**src/hdl/code128b_row_rasterizer_macros.svh**
```systemverilog
// ----------------------------------------------------------------------------
// Code 128 row rasterizer assertion macros
// Shared concurrent assertion forms used by the rasterizer's checks.
// ----------------------------------------------------------------------------
`ifndef CODE128B_ROW_RASTERIZER_MACROS_SVH
`define CODE128B_ROW_RASTERIZER_MACROS_SVH

// Same-cycle implication, disabled while reset is high.
`define C128R_ASSERT_IMPLY(label, clk, rst, ante, cons, msg) \
   label: assert property (@(posedge clk) disable iff (rst) (ante) |-> (cons)) \
      else $error(msg);

// Next-cycle implication, disabled while reset is high.
`define C128R_ASSERT_NEXT(label, clk, rst, ante, cons, msg) \
   label: assert property (@(posedge clk) disable iff (rst) (ante) |=> (cons)) \
      else $error(msg);

`endif

```
**src/hdl/c128r_pkg.sv**
```systemverilog
// ----------------------------------------------------------------------------
// Code 128 row rasterizer package
// Payload types, slot commands, symbol patterns and shared constants.
// ----------------------------------------------------------------------------
package c128r_pkg;

   localparam int WORD_PIXELS        = 32;
   localparam int MODULES_PER_SYMBOL = 11;
   localparam int MAX_BAR_WIDTH      = 16;
   localparam int SLOT_PIXELS        = MODULES_PER_SYMBOL * MAX_BAR_WIDTH;

   localparam int CHAR_W   = 8;
   localparam int SYM_W    = 7;
   localparam int BAR_W_W  = 5;
   localparam int FILL_W   = $clog2(WORD_PIXELS + 1);
   localparam int LEFT_W   = $clog2(SLOT_PIXELS + 1);
   localparam int PROD_W   = 14;
   localparam int RECIP_W  = 23;

   localparam int FIFO_DEPTH = 4;
   localparam int FIFO_PTR_W = $clog2(FIFO_DEPTH);
   localparam int FIFO_CNT_W = $clog2(FIFO_DEPTH + 1);

   // Configuration port.
   localparam int CSR_ADDR_W = 3;
   localparam int CSR_DATA_W = 32;
   localparam int CSR_IDX_W  = CSR_ADDR_W - 2;
   localparam logic [CSR_IDX_W-1:0] REG_BAR_WIDTH = '0;
   localparam logic [BAR_W_W-1:0]   BAR_WIDTH_RESET = 5'd1;
   localparam logic [BAR_W_W-1:0]   BAR_WIDTH_MAX   = 5'd16;

   // Symbol codes.
   localparam logic [SYM_W-1:0] SYM_START_B = 7'd104;
   localparam logic [SYM_W-1:0] SYM_STOP    = 7'd106;
   localparam logic [SYM_W-1:0] SYM_QUIET   = 7'd107;
   localparam logic [SYM_W-1:0] SYM_TERM    = 7'd108;
   localparam logic [SYM_W-1:0] CHECK_MOD   = 7'd103;
   localparam logic [SYM_W-1:0] CHECK_INIT  = 7'd1;
   localparam logic [SYM_W-1:0] WEIGHT_INIT = 7'd1;

   localparam logic [CHAR_W-1:0] CHAR_LOW  = 8'd32;
   localparam logic [CHAR_W-1:0] CHAR_HIGH = 8'd126;

   // floor(x * RECIP >> RECIP_SHIFT) is floor(x / 103) or one less for x < 2^14.
   localparam int RECIP       = 636;
   localparam int RECIP_SHIFT = 16;

   typedef struct packed {
      logic [CHAR_W-1:0] char_code;
      logic              last_char;
   } req_payload_type;

   typedef struct packed {
      logic [WORD_PIXELS-1:0] pixel_word;
      logic [FILL_W-1:0]      pixel_count;
      logic                   row_end;
      logic                   bad_char;
   } rsp_payload_type;

   typedef struct packed {
      logic [SYM_W-1:0] symbol;
      logic             row_done;
      logic             bad;
   } slot_cmd_type;

   typedef enum logic [3:0] {
      FE_IDLE,
      FE_QUIET_HEAD,
      FE_START,
      FE_VALUE,
      FE_CHECK,
      FE_STOP,
      FE_TERM,
      FE_QUIET_TAIL,
      FE_BAD
   } front_state_type;

   localparam int SYMBOL_COUNT = 109;

   localparam logic [MODULES_PER_SYMBOL-1:0] SYM_PATTERN [0:SYMBOL_COUNT-1] = '{
      11'b11011001100, 11'b11001101100, 11'b11001100110, 11'b10010011000,
      11'b10010001100, 11'b10001001100, 11'b10011001000, 11'b10011000100,
      11'b10001100100, 11'b11001001000, 11'b11001000100, 11'b11000100100,
      11'b10110011100, 11'b10011011100, 11'b10011001110, 11'b10111001100,
      11'b10011101100, 11'b10011100110, 11'b11001110010, 11'b11001011100,
      11'b11001001110, 11'b11011100100, 11'b11001110100, 11'b11101101110,
      11'b11101001100, 11'b11100101100, 11'b11100100110, 11'b11101100100,
      11'b11100110100, 11'b11100110010, 11'b11011011000, 11'b11011000110,
      11'b11000110110, 11'b10100011000, 11'b10001011000, 11'b10001000110,
      11'b10110001000, 11'b10001101000, 11'b10001100010, 11'b11010001000,
      11'b11000101000, 11'b11000100010, 11'b10110111000, 11'b10110001110,
      11'b10001101110, 11'b10111011000, 11'b10111000110, 11'b10001110110,
      11'b11101110110, 11'b11010001110, 11'b11000101110, 11'b11011101000,
      11'b11011100010, 11'b11011101110, 11'b11101011000, 11'b11101000110,
      11'b11100010110, 11'b11101101000, 11'b11101100010, 11'b11100011010,
      11'b11101111010, 11'b11001000010, 11'b11110001010, 11'b10100110000,
      11'b10100001100, 11'b10010110000, 11'b10010000110, 11'b10000101100,
      11'b10000100110, 11'b10110010000, 11'b10110000100, 11'b10011010000,
      11'b10011000010, 11'b10000110100, 11'b10000110010, 11'b11000010010,
      11'b11001010000, 11'b11110111010, 11'b11000010100, 11'b10001111010,
      11'b10100111100, 11'b10010111100, 11'b10010011110, 11'b10111100100,
      11'b10011110100, 11'b10011110010, 11'b11110100100, 11'b11110010100,
      11'b11110010010, 11'b11011011110, 11'b11011110110, 11'b11110110110,
      11'b10101111000, 11'b10100011110, 11'b10001011110, 11'b10111101000,
      11'b10111100010, 11'b11110101000, 11'b11110100010, 11'b10111011110,
      11'b10111101110, 11'b11101011110, 11'b11110101110, 11'b11010000100,
      11'b11010010000, 11'b11010011100, 11'b11000111010, 11'b00000000000,
      11'b11000000000
   };

   // Module pattern of a symbol, first module in the top bit.
   function automatic logic [MODULES_PER_SYMBOL-1:0] sym_pattern(input logic [SYM_W-1:0] sym);
      logic [MODULES_PER_SYMBOL-1:0] pat;
      pat = '0;
      if (sym < SYM_W'(SYMBOL_COUNT)) begin
         pat = SYM_PATTERN[sym];
      end
      return pat;
   endfunction

endpackage

```
**src/hdl/c128r_front.sv**
```systemverilog
// ----------------------------------------------------------------------------
// Code 128 row rasterizer front end
// Accepts characters, keeps the checksum and queues one command per slot.
// ----------------------------------------------------------------------------
module c128r_front (
   input  logic                        clock,
   input  logic                        reset,
   input  logic                        req_valid,
   output logic                        req_stall,
   input  c128r_pkg::req_payload_type  req_payload,
   output logic                        queue_push,
   output c128r_pkg::slot_cmd_type     queue_cmd,
   input  logic                        queue_full
);

   c128r_pkg::front_state_type state_ff, state_in;

   logic [c128r_pkg::SYM_W-1:0]   value_ff, value_in;
   logic                          last_ff, last_in;
   logic                          in_row_ff, in_row_in;
   logic [c128r_pkg::SYM_W-1:0]   weight_ff, weight_in;
   logic [c128r_pkg::SYM_W-1:0]   check_ff, check_in;
   logic [1:0]                    pipe_ff, pipe_in;
   logic [c128r_pkg::PROD_W-1:0]  prod_ff, prod_in;
   logic [c128r_pkg::PROD_W-1:0]  sum_ff, sum_in;
   logic [c128r_pkg::SYM_W-1:0]   quot_ff, quot_in;

   logic                          char_bad;
   logic [c128r_pkg::CHAR_W-1:0]  char_offset;
   logic [c128r_pkg::PROD_W-1:0]  sum_now;
   logic [c128r_pkg::RECIP_W-1:0] scaled;
   logic [c128r_pkg::PROD_W-1:0]  rem;
   logic [c128r_pkg::PROD_W-1:0]  rem_fold;

   always_comb begin
      char_bad    = (req_payload.char_code < c128r_pkg::CHAR_LOW) ||
                    (req_payload.char_code > c128r_pkg::CHAR_HIGH);
      char_offset = req_payload.char_code - c128r_pkg::CHAR_LOW;

      // Checksum: multiply, then reduce modulo 103 by reciprocal and one fix-up.
      sum_now = c128r_pkg::PROD_W'(check_ff) + prod_ff;
      scaled  = c128r_pkg::RECIP_W'(sum_now) *
                c128r_pkg::RECIP_W'(c128r_pkg::RECIP);
      rem     = sum_ff - c128r_pkg::PROD_W'(quot_ff) *
                c128r_pkg::PROD_W'(c128r_pkg::CHECK_MOD);
      rem_fold = (rem >= c128r_pkg::PROD_W'(c128r_pkg::CHECK_MOD)) ?
                 rem - c128r_pkg::PROD_W'(c128r_pkg::CHECK_MOD) : rem;
   end

   always_comb begin
      state_in  = state_ff;
      value_in  = value_ff;
      last_in   = last_ff;
      in_row_in = in_row_ff;
      weight_in = weight_ff;
      check_in  = check_ff;
      pipe_in   = {pipe_ff[0], 1'b0};
      prod_in   = prod_ff;
      sum_in    = sum_ff;
      quot_in   = quot_ff;

      req_stall  = (state_ff != c128r_pkg::FE_IDLE);
      queue_push = 1'b0;
      queue_cmd  = '{symbol: value_ff, row_done: 1'b0, bad: 1'b0};

      if (pipe_ff[0]) begin
         sum_in  = sum_now;
         quot_in = scaled[c128r_pkg::RECIP_W-1:c128r_pkg::RECIP_SHIFT];
      end
      if (pipe_ff[1]) begin
         check_in = rem_fold[c128r_pkg::SYM_W-1:0];
      end

      unique case (state_ff)
         c128r_pkg::FE_IDLE: begin
            if (req_valid) begin
               value_in = char_offset[c128r_pkg::SYM_W-1:0];
               last_in  = req_payload.last_char;
               if (char_bad) begin
                  in_row_in = 1'b0;
                  weight_in = c128r_pkg::WEIGHT_INIT;
                  check_in  = c128r_pkg::CHECK_INIT;
                  state_in  = c128r_pkg::FE_BAD;
               end else begin
                  prod_in = c128r_pkg::PROD_W'(char_offset[c128r_pkg::SYM_W-1:0]) *
                            c128r_pkg::PROD_W'(weight_ff);
                  pipe_in[0] = 1'b1;
                  weight_in  = (weight_ff == c128r_pkg::CHECK_MOD - 7'd1) ?
                               '0 : weight_ff + 7'd1;
                  in_row_in  = 1'b1;
                  state_in   = in_row_ff ? c128r_pkg::FE_VALUE : c128r_pkg::FE_QUIET_HEAD;
               end
            end
         end
         c128r_pkg::FE_QUIET_HEAD: begin
            queue_cmd.symbol = c128r_pkg::SYM_QUIET;
            queue_push       = !queue_full;
            if (!queue_full) state_in = c128r_pkg::FE_START;
         end
         c128r_pkg::FE_START: begin
            queue_cmd.symbol = c128r_pkg::SYM_START_B;
            queue_push       = !queue_full;
            if (!queue_full) state_in = c128r_pkg::FE_VALUE;
         end
         c128r_pkg::FE_VALUE: begin
            queue_push = !queue_full;
            if (!queue_full) begin
               state_in = last_ff ? c128r_pkg::FE_CHECK : c128r_pkg::FE_IDLE;
            end
         end
         c128r_pkg::FE_CHECK: begin
            // The checksum symbol waits for the reduction pipeline to drain.
            queue_cmd.symbol = check_ff;
            queue_push       = !queue_full && (pipe_ff == 2'b00);
            if (!queue_full && (pipe_ff == 2'b00)) state_in = c128r_pkg::FE_STOP;
         end
         c128r_pkg::FE_STOP: begin
            queue_cmd.symbol = c128r_pkg::SYM_STOP;
            queue_push       = !queue_full;
            if (!queue_full) state_in = c128r_pkg::FE_TERM;
         end
         c128r_pkg::FE_TERM: begin
            queue_cmd.symbol = c128r_pkg::SYM_TERM;
            queue_push       = !queue_full;
            if (!queue_full) state_in = c128r_pkg::FE_QUIET_TAIL;
         end
         c128r_pkg::FE_QUIET_TAIL: begin
            queue_cmd.symbol   = c128r_pkg::SYM_QUIET;
            queue_cmd.row_done = 1'b1;
            queue_push         = !queue_full;
            if (!queue_full) begin
               in_row_in = 1'b0;
               weight_in = c128r_pkg::WEIGHT_INIT;
               check_in  = c128r_pkg::CHECK_INIT;
               state_in  = c128r_pkg::FE_IDLE;
            end
         end
         c128r_pkg::FE_BAD: begin
            queue_cmd.bad = 1'b1;
            queue_push    = !queue_full;
            if (!queue_full) state_in = c128r_pkg::FE_IDLE;
         end
         default: begin
            state_in = c128r_pkg::FE_IDLE;
         end
      endcase
   end

   always_ff @(posedge clock) begin
      if (reset) begin
         state_ff  <= c128r_pkg::FE_IDLE;
         in_row_ff <= 1'b0;
         weight_ff <= c128r_pkg::WEIGHT_INIT;
         check_ff  <= c128r_pkg::CHECK_INIT;
         pipe_ff   <= 2'b00;
      end else begin
         state_ff  <= state_in;
         in_row_ff <= in_row_in;
         weight_ff <= weight_in;
         check_ff  <= check_in;
         pipe_ff   <= pipe_in;
      end
   end

   always_ff @(posedge clock) begin
      value_ff <= value_in;
      last_ff  <= last_in;
      prod_ff  <= prod_in;
      sum_ff   <= sum_in;
      quot_ff  <= quot_in;
   end

endmodule

```
**src/hdl/c128r_queue.sv**
```systemverilog
// ----------------------------------------------------------------------------
// Code 128 row rasterizer slot queue
// Small first-in first-out buffer of slot commands between the two halves.
// ----------------------------------------------------------------------------
module c128r_queue (
   input  logic                     clock,
   input  logic                     reset,
   input  logic                     push,
   input  c128r_pkg::slot_cmd_type  push_cmd,
   output logic                     full,
   input  logic                     pop,
   output c128r_pkg::slot_cmd_type  pop_cmd,
   output logic                     empty
);

   c128r_pkg::slot_cmd_type entry_ff [c128r_pkg::FIFO_DEPTH];

   logic [c128r_pkg::FIFO_PTR_W-1:0] wr_ptr_ff, wr_ptr_in;
   logic [c128r_pkg::FIFO_PTR_W-1:0] rd_ptr_ff, rd_ptr_in;
   logic [c128r_pkg::FIFO_CNT_W-1:0] count_ff, count_in;

   logic do_push;
   logic do_pop;

   always_comb begin
      full    = (count_ff == c128r_pkg::FIFO_CNT_W'(c128r_pkg::FIFO_DEPTH));
      empty   = (count_ff == '0);
      do_push = push && !full;
      do_pop  = pop && !empty;
      pop_cmd = entry_ff[rd_ptr_ff];

      wr_ptr_in = wr_ptr_ff;
      rd_ptr_in = rd_ptr_ff;
      count_in  = count_ff;
      if (do_push) begin
         wr_ptr_in = (wr_ptr_ff == c128r_pkg::FIFO_PTR_W'(c128r_pkg::FIFO_DEPTH - 1)) ?
                     '0 : wr_ptr_ff + 1'b1;
      end
      if (do_pop) begin
         rd_ptr_in = (rd_ptr_ff == c128r_pkg::FIFO_PTR_W'(c128r_pkg::FIFO_DEPTH - 1)) ?
                     '0 : rd_ptr_ff + 1'b1;
      end
      if (do_push && !do_pop) begin
         count_in = count_ff + 1'b1;
      end else if (do_pop && !do_push) begin
         count_in = count_ff - 1'b1;
      end
   end

   always_ff @(posedge clock) begin
      if (reset) begin
         wr_ptr_ff <= '0;
         rd_ptr_ff <= '0;
         count_ff  <= '0;
      end else begin
         wr_ptr_ff <= wr_ptr_in;
         rd_ptr_ff <= rd_ptr_in;
         count_ff  <= count_in;
      end
   end

   always_ff @(posedge clock) begin
      if (do_push) begin
         entry_ff[wr_ptr_ff] <= push_cmd;
      end
   end

endmodule

```
**src/hdl/c128r_back.sv**
```systemverilog
// ----------------------------------------------------------------------------
// Code 128 row rasterizer back end
// Expands slot commands into pixels and packs them into output words.
// ----------------------------------------------------------------------------
module c128r_back (
   input  logic                                 clock,
   input  logic                                 reset,
   input  logic [c128r_pkg::BAR_W_W-1:0]        bar_width,
   input  logic                                 queue_empty,
   input  c128r_pkg::slot_cmd_type              queue_cmd,
   output logic                                 queue_pop,
   output logic                                 rsp_valid,
   input  logic                                 rsp_stall,
   output c128r_pkg::rsp_payload_type           rsp_payload
);

   localparam int SP = c128r_pkg::SLOT_PIXELS;
   localparam int WP = c128r_pkg::WORD_PIXELS;

   logic                                loaded_ff, loaded_in;
   logic                                row_done_ff, row_done_in;
   logic [SP-1:0]                       bits_ff, bits_in;
   logic [c128r_pkg::LEFT_W-1:0]        left_ff, left_in;
   logic [WP-1:0]                       acc_ff, acc_in;
   logic [c128r_pkg::FILL_W-1:0]        fill_ff, fill_in;
   logic                                rsp_valid_ff, rsp_valid_in;
   c128r_pkg::rsp_payload_type          rsp_data_ff, rsp_data_in;

   logic [c128r_pkg::BAR_W_W-1:0]       bw_eff;
   logic [c128r_pkg::MODULES_PER_SYMBOL-1:0] pattern;
   logic [SP-1:0]                       expanded;
   logic [c128r_pkg::LEFT_W-1:0]        slot_len;
   logic [c128r_pkg::FILL_W-1:0]        space;
   logic [c128r_pkg::FILL_W-1:0]        take;
   logic [c128r_pkg::FILL_W-1:0]        new_fill;
   logic [WP-1:0]                       merged;
   logic                                last_chunk;
   logic                                emit_word;
   logic                                out_free;
   int                                  idx;

   // Slot expansion: every module repeated bw_eff times, first pixel on top.
   always_comb begin
      idx = 0;
      if (bar_width == '0) begin
         bw_eff = c128r_pkg::BAR_WIDTH_RESET;
      end else if (bar_width > c128r_pkg::BAR_WIDTH_MAX) begin
         bw_eff = c128r_pkg::BAR_WIDTH_MAX;
      end else begin
         bw_eff = bar_width;
      end
      pattern  = c128r_pkg::sym_pattern(queue_cmd.symbol);
      slot_len = c128r_pkg::LEFT_W'(bw_eff) *
                 c128r_pkg::LEFT_W'(c128r_pkg::MODULES_PER_SYMBOL);
      expanded = '0;
      for (int w = 1; w <= c128r_pkg::MAX_BAR_WIDTH; w++) begin
         if (bw_eff == c128r_pkg::BAR_W_W'(w)) begin
            for (int m = 0; m < c128r_pkg::MODULES_PER_SYMBOL; m++) begin
               for (int p = 0; p < c128r_pkg::MAX_BAR_WIDTH; p++) begin
                  if (p < w) begin
                     idx = SP - 1 - (m * w + p);
                     expanded[idx] = pattern[c128r_pkg::MODULES_PER_SYMBOL - 1 - m];
                  end
               end
            end
         end
      end
   end

   always_comb begin
      space = c128r_pkg::FILL_W'(WP) - fill_ff;
      if (c128r_pkg::LEFT_W'(space) < left_ff) begin
         take = space;
      end else begin
         take = left_ff[c128r_pkg::FILL_W-1:0];
      end
      new_fill   = fill_ff + take;
      // Pixels past the end of the slot are zero, so no mask is needed.
      merged     = acc_ff | (bits_ff[SP-1 -: WP] >> fill_ff);
      last_chunk = (c128r_pkg::LEFT_W'(take) == left_ff);
      emit_word  = (new_fill == c128r_pkg::FILL_W'(WP)) || (last_chunk && row_done_ff);
      out_free   = !rsp_valid_ff || !rsp_stall;

      loaded_in    = loaded_ff;
      row_done_in  = row_done_ff;
      bits_in      = bits_ff;
      left_in      = left_ff;
      acc_in       = acc_ff;
      fill_in      = fill_ff;
      rsp_valid_in = rsp_valid_ff && rsp_stall;
      rsp_data_in  = rsp_data_ff;
      queue_pop    = 1'b0;

      if (loaded_ff) begin
         if (!emit_word || out_free) begin
            bits_in   = bits_ff << take;
            left_in   = left_ff - c128r_pkg::LEFT_W'(take);
            loaded_in = !last_chunk;
            if (emit_word) begin
               rsp_valid_in            = 1'b1;
               rsp_data_in.pixel_word  = merged;
               rsp_data_in.pixel_count = new_fill;
               rsp_data_in.row_end     = last_chunk && row_done_ff;
               rsp_data_in.bad_char    = 1'b0;
               acc_in                  = '0;
               fill_in                 = '0;
            end else begin
               acc_in  = merged;
               fill_in = new_fill;
            end
         end
      end else if (!queue_empty) begin
         if (queue_cmd.bad) begin
            // A rejected character drops whatever part of the row is pending.
            if (out_free) begin
               queue_pop               = 1'b1;
               rsp_valid_in            = 1'b1;
               rsp_data_in.pixel_word  = '0;
               rsp_data_in.pixel_count = '0;
               rsp_data_in.row_end     = 1'b1;
               rsp_data_in.bad_char    = 1'b1;
               acc_in                  = '0;
               fill_in                 = '0;
            end
         end else begin
            queue_pop   = 1'b1;
            loaded_in   = 1'b1;
            row_done_in = queue_cmd.row_done;
            bits_in     = expanded;
            left_in     = slot_len;
         end
      end

      rsp_valid   = rsp_valid_ff;
      rsp_payload = rsp_data_ff;
   end

   always_ff @(posedge clock) begin
      if (reset) begin
         loaded_ff    <= 1'b0;
         acc_ff       <= '0;
         fill_ff      <= '0;
         rsp_valid_ff <= 1'b0;
      end else begin
         loaded_ff    <= loaded_in;
         acc_ff       <= acc_in;
         fill_ff      <= fill_in;
         rsp_valid_ff <= rsp_valid_in;
      end
   end

   always_ff @(posedge clock) begin
      row_done_ff <= row_done_in;
      bits_ff     <= bits_in;
      left_ff     <= left_in;
      rsp_data_ff <= rsp_data_in;
   end

endmodule

```
**src/hdl/code128b_row_rasterizer.sv**
```systemverilog
// ----------------------------------------------------------------------------
// Code 128 set B row rasterizer
// The first word of a row reaches rsp_valid through the front end's slot states,
// the slot queue, the back end's shift register and the output register; a
// rejected character's result passes the front end's bad state, the queue and
// the output register. Later words follow at most one per cycle. The back end
// loads a slot, then packs it chunk by chunk and takes the next slot only after
// the last chunk, so wider bars cost more per character.
// Reset: synchronous; clears the row state, queue, output register, bar_width=1.
// ----------------------------------------------------------------------------
`include "code128b_row_rasterizer_macros.svh"

module code128b_row_rasterizer (
   input  logic                                   clock,
   input  logic                                   reset,
   // Request channel: one character per request.
   input  logic                                   req_valid,
   output logic                                   req_stall,
   input  c128r_pkg::req_payload_type             req_payload,
   // Result channel: one pixel word per result.
   output logic                                   rsp_valid,
   input  logic                                   rsp_stall,
   output c128r_pkg::rsp_payload_type             rsp_payload,
   // Configuration port.
   input  logic                                   csr_psel,
   input  logic                                   csr_penable,
   input  logic                                   csr_pwrite,
   input  logic [c128r_pkg::CSR_ADDR_W-1:0]       csr_paddr,
   input  logic [c128r_pkg::CSR_DATA_W-1:0]       csr_pwdata,
   output logic [c128r_pkg::CSR_DATA_W-1:0]       csr_prdata,
   output logic                                   csr_pready
);

   // The front end takes a request in its idle state, decides whether the
   // character is valid and queues one command per slot of the row: quiet and
   // start slots when the row opens, the character's symbol, and on the last
   // character the checksum, stop, termination and closing quiet slots. The
   // running checksum goes through a three-step multiply and mod-103 pipeline
   // that finishes before the checksum slot is queued.
   //
   // The back end pops a command, expands the symbol's 11 modules into a
   // 176-pixel shift register scaled by bar_width, and then packs as many
   // pixels as fit into the current 32-pixel word each cycle. A full word,
   // or the last partial word of a row, goes into the output register. The
   // back end stalls only while that register holds a word not yet taken,
   // so results can wait downstream while the front end keeps queuing.

   logic [c128r_pkg::BAR_W_W-1:0]   bar_width_ff, bar_width_in;
   logic                            csr_write;
   logic [c128r_pkg::CSR_IDX_W-1:0] csr_index;

   logic                            queue_push;
   c128r_pkg::slot_cmd_type         queue_push_cmd;
   logic                            queue_full;
   logic                            queue_pop;
   c128r_pkg::slot_cmd_type         queue_pop_cmd;
   logic                            queue_empty;

   // Configuration register: pixels per module, written in the access phase.
   always_comb begin
      csr_pready   = 1'b1;
      csr_index    = csr_paddr[c128r_pkg::CSR_ADDR_W-1:2];
      csr_write    = csr_psel && csr_penable && csr_pwrite && csr_pready;
      bar_width_in = bar_width_ff;
      if (csr_write && (csr_index == c128r_pkg::REG_BAR_WIDTH)) begin
         bar_width_in = csr_pwdata[c128r_pkg::BAR_W_W-1:0];
      end
      if (csr_index == c128r_pkg::REG_BAR_WIDTH) begin
         csr_prdata = c128r_pkg::CSR_DATA_W'(bar_width_ff);
      end else begin
         csr_prdata = '0;
      end
   end

   always_ff @(posedge clock) begin
      if (reset) begin
         bar_width_ff <= c128r_pkg::BAR_WIDTH_RESET;
      end else begin
         bar_width_ff <= bar_width_in;
      end
   end

   c128r_front u_front (
      .clock       (clock),
      .reset       (reset),
      .req_valid   (req_valid),
      .req_stall   (req_stall),
      .req_payload (req_payload),
      .queue_push  (queue_push),
      .queue_cmd   (queue_push_cmd),
      .queue_full  (queue_full)
   );

   c128r_queue u_queue (
      .clock    (clock),
      .reset    (reset),
      .push     (queue_push),
      .push_cmd (queue_push_cmd),
      .full     (queue_full),
      .pop      (queue_pop),
      .pop_cmd  (queue_pop_cmd),
      .empty    (queue_empty)
   );

   c128r_back u_back (
      .clock       (clock),
      .reset       (reset),
      .bar_width   (bar_width_ff),
      .queue_empty (queue_empty),
      .queue_cmd   (queue_pop_cmd),
      .queue_pop   (queue_pop),
      .rsp_valid   (rsp_valid),
      .rsp_stall   (rsp_stall),
      .rsp_payload (rsp_payload)
   );

   // A rejected character yields an empty word that closes the row.
   `C128R_ASSERT_IMPLY(a_bad_result_form, clock, reset, rsp_valid && rsp_payload.bad_char, rsp_payload.row_end && (rsp_payload.pixel_count == '0) && (rsp_payload.pixel_word == '0), "bad_char result is not an empty row end")

   // Short words appear only as the last word of a row.
   `C128R_ASSERT_IMPLY(a_partial_at_end, clock, reset, rsp_valid && !rsp_payload.row_end, rsp_payload.pixel_count == c128r_pkg::FILL_W'(c128r_pkg::WORD_PIXELS), "partial word before row end")

   // The front end never pushes a command into a full queue.
   `C128R_ASSERT_IMPLY(a_no_push_when_full, clock, reset, queue_push, !queue_full, "slot command pushed into full queue")

   // After a request is taken the front end is busy queuing its slots.
   `C128R_ASSERT_NEXT(a_busy_after_accept, clock, reset, req_valid && !req_stall, req_stall, "front end ready right after a request")

endmodule

```
**config.mk**
```make
export PLATFORM = sky130hd
export DESIGN_NAME = code128b_row_rasterizer
export DESIGN_NICKNAME = d
export VERILOG_FILES = /design/src/hdl/c128r_pkg.sv /design/src/hdl/c128r_front.sv /design/src/hdl/c128r_queue.sv /design/src/hdl/c128r_back.sv /design/src/hdl/code128b_row_rasterizer.sv
export VERILOG_INCLUDE_DIRS = /design/src /design/src/hdl
export SDC_FILE = /design/constraint.sdc
export NUM_CORES = 2
export LEC_CHECK = 0
export BUFFER_PORTS_ARGS = -buffer_cell sky130_fd_sc_hd__buf_2
export CORE_ASPECT_RATIO = 1.75
export CORE_MARGIN = 5
export CORE_UTILIZATION = 35
export DETAILED_ROUTE_END_ITERATION = 6
export GPL_TIMING_DRIVEN = 0
export MAX_ROUTING_LAYER = met4
export PLACE_DENSITY = 0.6
export SLEW_MARGIN = 20
export SYNTH_ARGS = -nofsm -noshare
export SYNTH_HDL_FRONTEND = slang
export SYNTH_SLANG_ARGS = --single-unit
```
**constraint.sdc**
```tcl
create_clock -name clock -period 18.49 [get_ports clock]
set_input_delay 1.849 -clock clock [delete_from_list [all_inputs] [get_ports clock]]
set_output_delay 1.849 -clock clock [all_outputs]
set_load 0.02 [all_outputs]
```
==> results.yml <==
outcome:
  outcome: "finished, violations left"
  violations: "design-rule violations, max-capacitance violations, max-slew violations"
hold_path:
  holdPathEnd: "u_front.in_row_ff"
  min_from: "u_front.in_row_ff"
  min_path_type: "flop to flop"
  holdPathStages: 2
setup_path:
  worst_setup_path_start_kind: "flop"
  slowest_stage: "clkbuf_1"
  worstSetupPathType: "flop to flop"
  r2r_cells: 27
  critical_path_required_ns: 18.90
  crit_family: "buffers and inverters"
  path_buf_inv: 13
  rr_endpoint: "u_back.bits_ff[58]"
  rrSetupSlack_ns: 7.37
  r2r-start: "u_back.fill_ff[0]"
  slowest_delay_ns: 0.82
  critPathMaxFanout: 49
  critPathArrivalTime_ns: 11.52
  worstSetupEndpointType: "flop"
placement:
  io_buffers: 68
  dp_hpwl_um: 217900
  gp_congestion: 1.224
clock_tree:
  cts_setup_buffers: 0
  htreeDepth: 2
  clock_path_buffers: 3
  clock_latency_ns: 0.74
  cts_tree: "yes"
  cts_root_buf: "clkbuf_16"
  clkTransAtPathRegs_ns: 0.06
  ctsHoldBuffers: 0
  cts_resized: 0
  numClockSinks: 379
  cts_inserted_buffers: 44
yosys:
  synth_area_sq_um: 38380
  yosysMostFrequentCell: "mux2i_1"
  synth_seq_cells: 379
  ys_types: 99
  synth.area.top_cells: "edfxtp_1 (24%), mux2i_1 (14%), ha_1 (5.5%), fa_1 (5.1%), nand2_1 (4.3%)"
  syn_avg_cell_area_sq_um: 8.959
  yosysWarnings: 0
  synth_edf_count: 304
  synth_area_leader_cell: "edfxtp_1"
  synth_top_cell_area_share: 0.2378
  netlist_instances: 4284
  synth_common_cells: "mux2i_1 (539), nand2_1 (440), nor2_1 (376), edfxtp_1 (304), inv_1 (245)"
  synth_flop_cell: "edfxtp_1"
  ys_async_sr_fraction: 0
  synth_seq_area_share: 0.2770
detailed_routing:
  drtPass1Iterations: 7
  drc_errors: 16
  drt-initial-drc-count: 4780
  ant_nets: 0
  num_vias: 41140
  wirelength_um: 286000
  wire_per_inst_um: 47.69
  viasPerCell: 6.860
finish:
  drive_gt1_frac: 0.1449
  final_nets: 4781
  syn_to_final_growth_pct: 12.66
  fillers: 11370
sta:
  max_freq_mhz: 89.97
  grt_setup_unrepaired: "no"
  clock_skew_ns: 0.06901
  setup_viol: 0
  fin_crit_sh: 0.6011
  slew_headroom: -0.1402
  final.setup.tns_ns: 0
  min_period_ns: 11.12
  hold_violations: 0
  maxSlewViolCount: 5
  tightestPinTransition_ns: 1.710
floorplan:
  start_util: 0.3524
  ios: 126
  rows: 160
  dieArea_sq_um: 116600
  core_area_sq_um: 108900
  die_y_um: 448.1
  die_x_um: 260.3
grt:
  grt_pass1_vias: 40710
  grt_use_total: 0.5038
  overflow: 0
  grt_pass1_wl_um: 382900
  antenna_found_initial: 28
  grt_max_degree: 52
run:
  drv_cap: 1
==> cells in the final DEF, fill, tap and decap left out, drive strengths merged, types with 97 or more instances in the layout <==
master and instances:
ha 169, inv 260, a22oi 106, o21ai 208
clkbuf 238, buf 252, nor2 376, a21oi 218
mux2i 540, edfxtp 304, mux2 115, fa 97
nand2 440
==> worst max-delay path by stage <==
stage | start | endpoint | slack [ns] | cells past startpoint
floorplan | u_back.fill_ff[0] | u_back.bits_ff[174] | 8.23 | 25
global placement | u_back.fill_ff[0] | u_back.bits_ff[175] | 2.24 | 25
detailed placement | u_back.fill_ff[0] | u_back.bits_ff[93] | 8.12 | 27
CTS | u_back.fill_ff[0] | u_back.bits_ff[91] | 8.07 | 27
global route | u_back.fill_ff[0] | u_back.bits_ff[86] | 7.13 | 27
finish | u_back.fill_ff[0] | u_back.bits_ff[58] | 7.37 | 27
==> per-layer routing <==
| layer | up-vias | wire, um | track usage |
|---|---|---|---|
| met3 | 1894 | 28600 | 0.2381 |
| li1 | 16210 | - | - |
| met5 | - | 0 | - |
| met4 | 0 | 46400 | 0.5790 |
| met1 | 20100 | 83780 | 0.4316 |
| met2 | 2932 | 127200 | 0.7481 |
==> cell families after synthesis <==
kind of cell	count (synthesis)	synth area share
AO/OA/AOI/OAI	1097	0.1971
XOR/XNOR	70	0.01597
adder cells (fa/ha/maj)	266	0.1057
buffers and inverters	585	0.06438
flip-flops	379	0.2770
multiplexers	702	0.2027
other	2	0.0001957
AND/OR/NAND/NOR	1183	0.1370
==> stage by stage <==
step	util	cells	cell area [sq um]	worst slack [ns]	hold WS (ns)
global placement	0.3732	5837	40650	2.241	0.4492
finish	0.3970	5997	43240	7.375	0.4629
detailed placement	0.3783	5858	41200	8.123	0.4546
global route	0.3969	5991	43230	7.134	0.5026
CTS	0.3917	5940	42660	8.074	0.4638
floorplan	-	4311	38480	8.229	0.4368
==> final cells by class <==
| class | count | area [sq um] | area share |
|---|---|---|---|
| Inverter | 251 | 942.2 | 0.02179 |
| Antenna cell | 39 | 97.59 | 0.002257 |
| Timing Repair Buffer | 107 | 823.3 | 0.01904 |
| Multi-Input combinational cell | 3347 | 25880 | 0.5985 |
| Tap cell | 1458 | 1824 | 0.04219 |
| Clock buffer | 49 | 1130 | 0.02613 |
| Clock inverter | 33 | 327.8 | 0.007581 |
| Sequential cell | 379 | 10630 | 0.2459 |
| Buffer | 334 | 1583 | 0.03660 |
==> flip-flops by register name, indices dropped and copies added, names as in the netlist, 5 cells and up, named ones only <==
name and count:
bar_width_ff 5, u_back.acc_ff 32, u_back.bits_ff 176, u_back.fill_ff 6, u_back.left_ff 8, u_back.rsp_payload 40, u_front.check_ff 7, u_front.prod_ff 14
u_front.quot_ff 7, u_front.sum_ff 14, u_front.value_ff 7, u_front.weight_ff 7, u_queue.entry_ff 36
==> worst register-to-register path: cells and delay by family, from the launching register on <==
family                   cells  cell delay, ns
buffers and inverters       13            6.21
AO/OA/AOI/OAI                5            1.60
AND/OR/NAND/NOR              4            1.11
adder cells (fa/ha/maj)      3            0.92
multiplexers                 1            0.39
flip-flops                   1            0.34
XOR/XNOR                     1            0.23
Power is not shown: default switching activity piles up to over one toggle a cycle in this logic, so the estimate is an artifact.
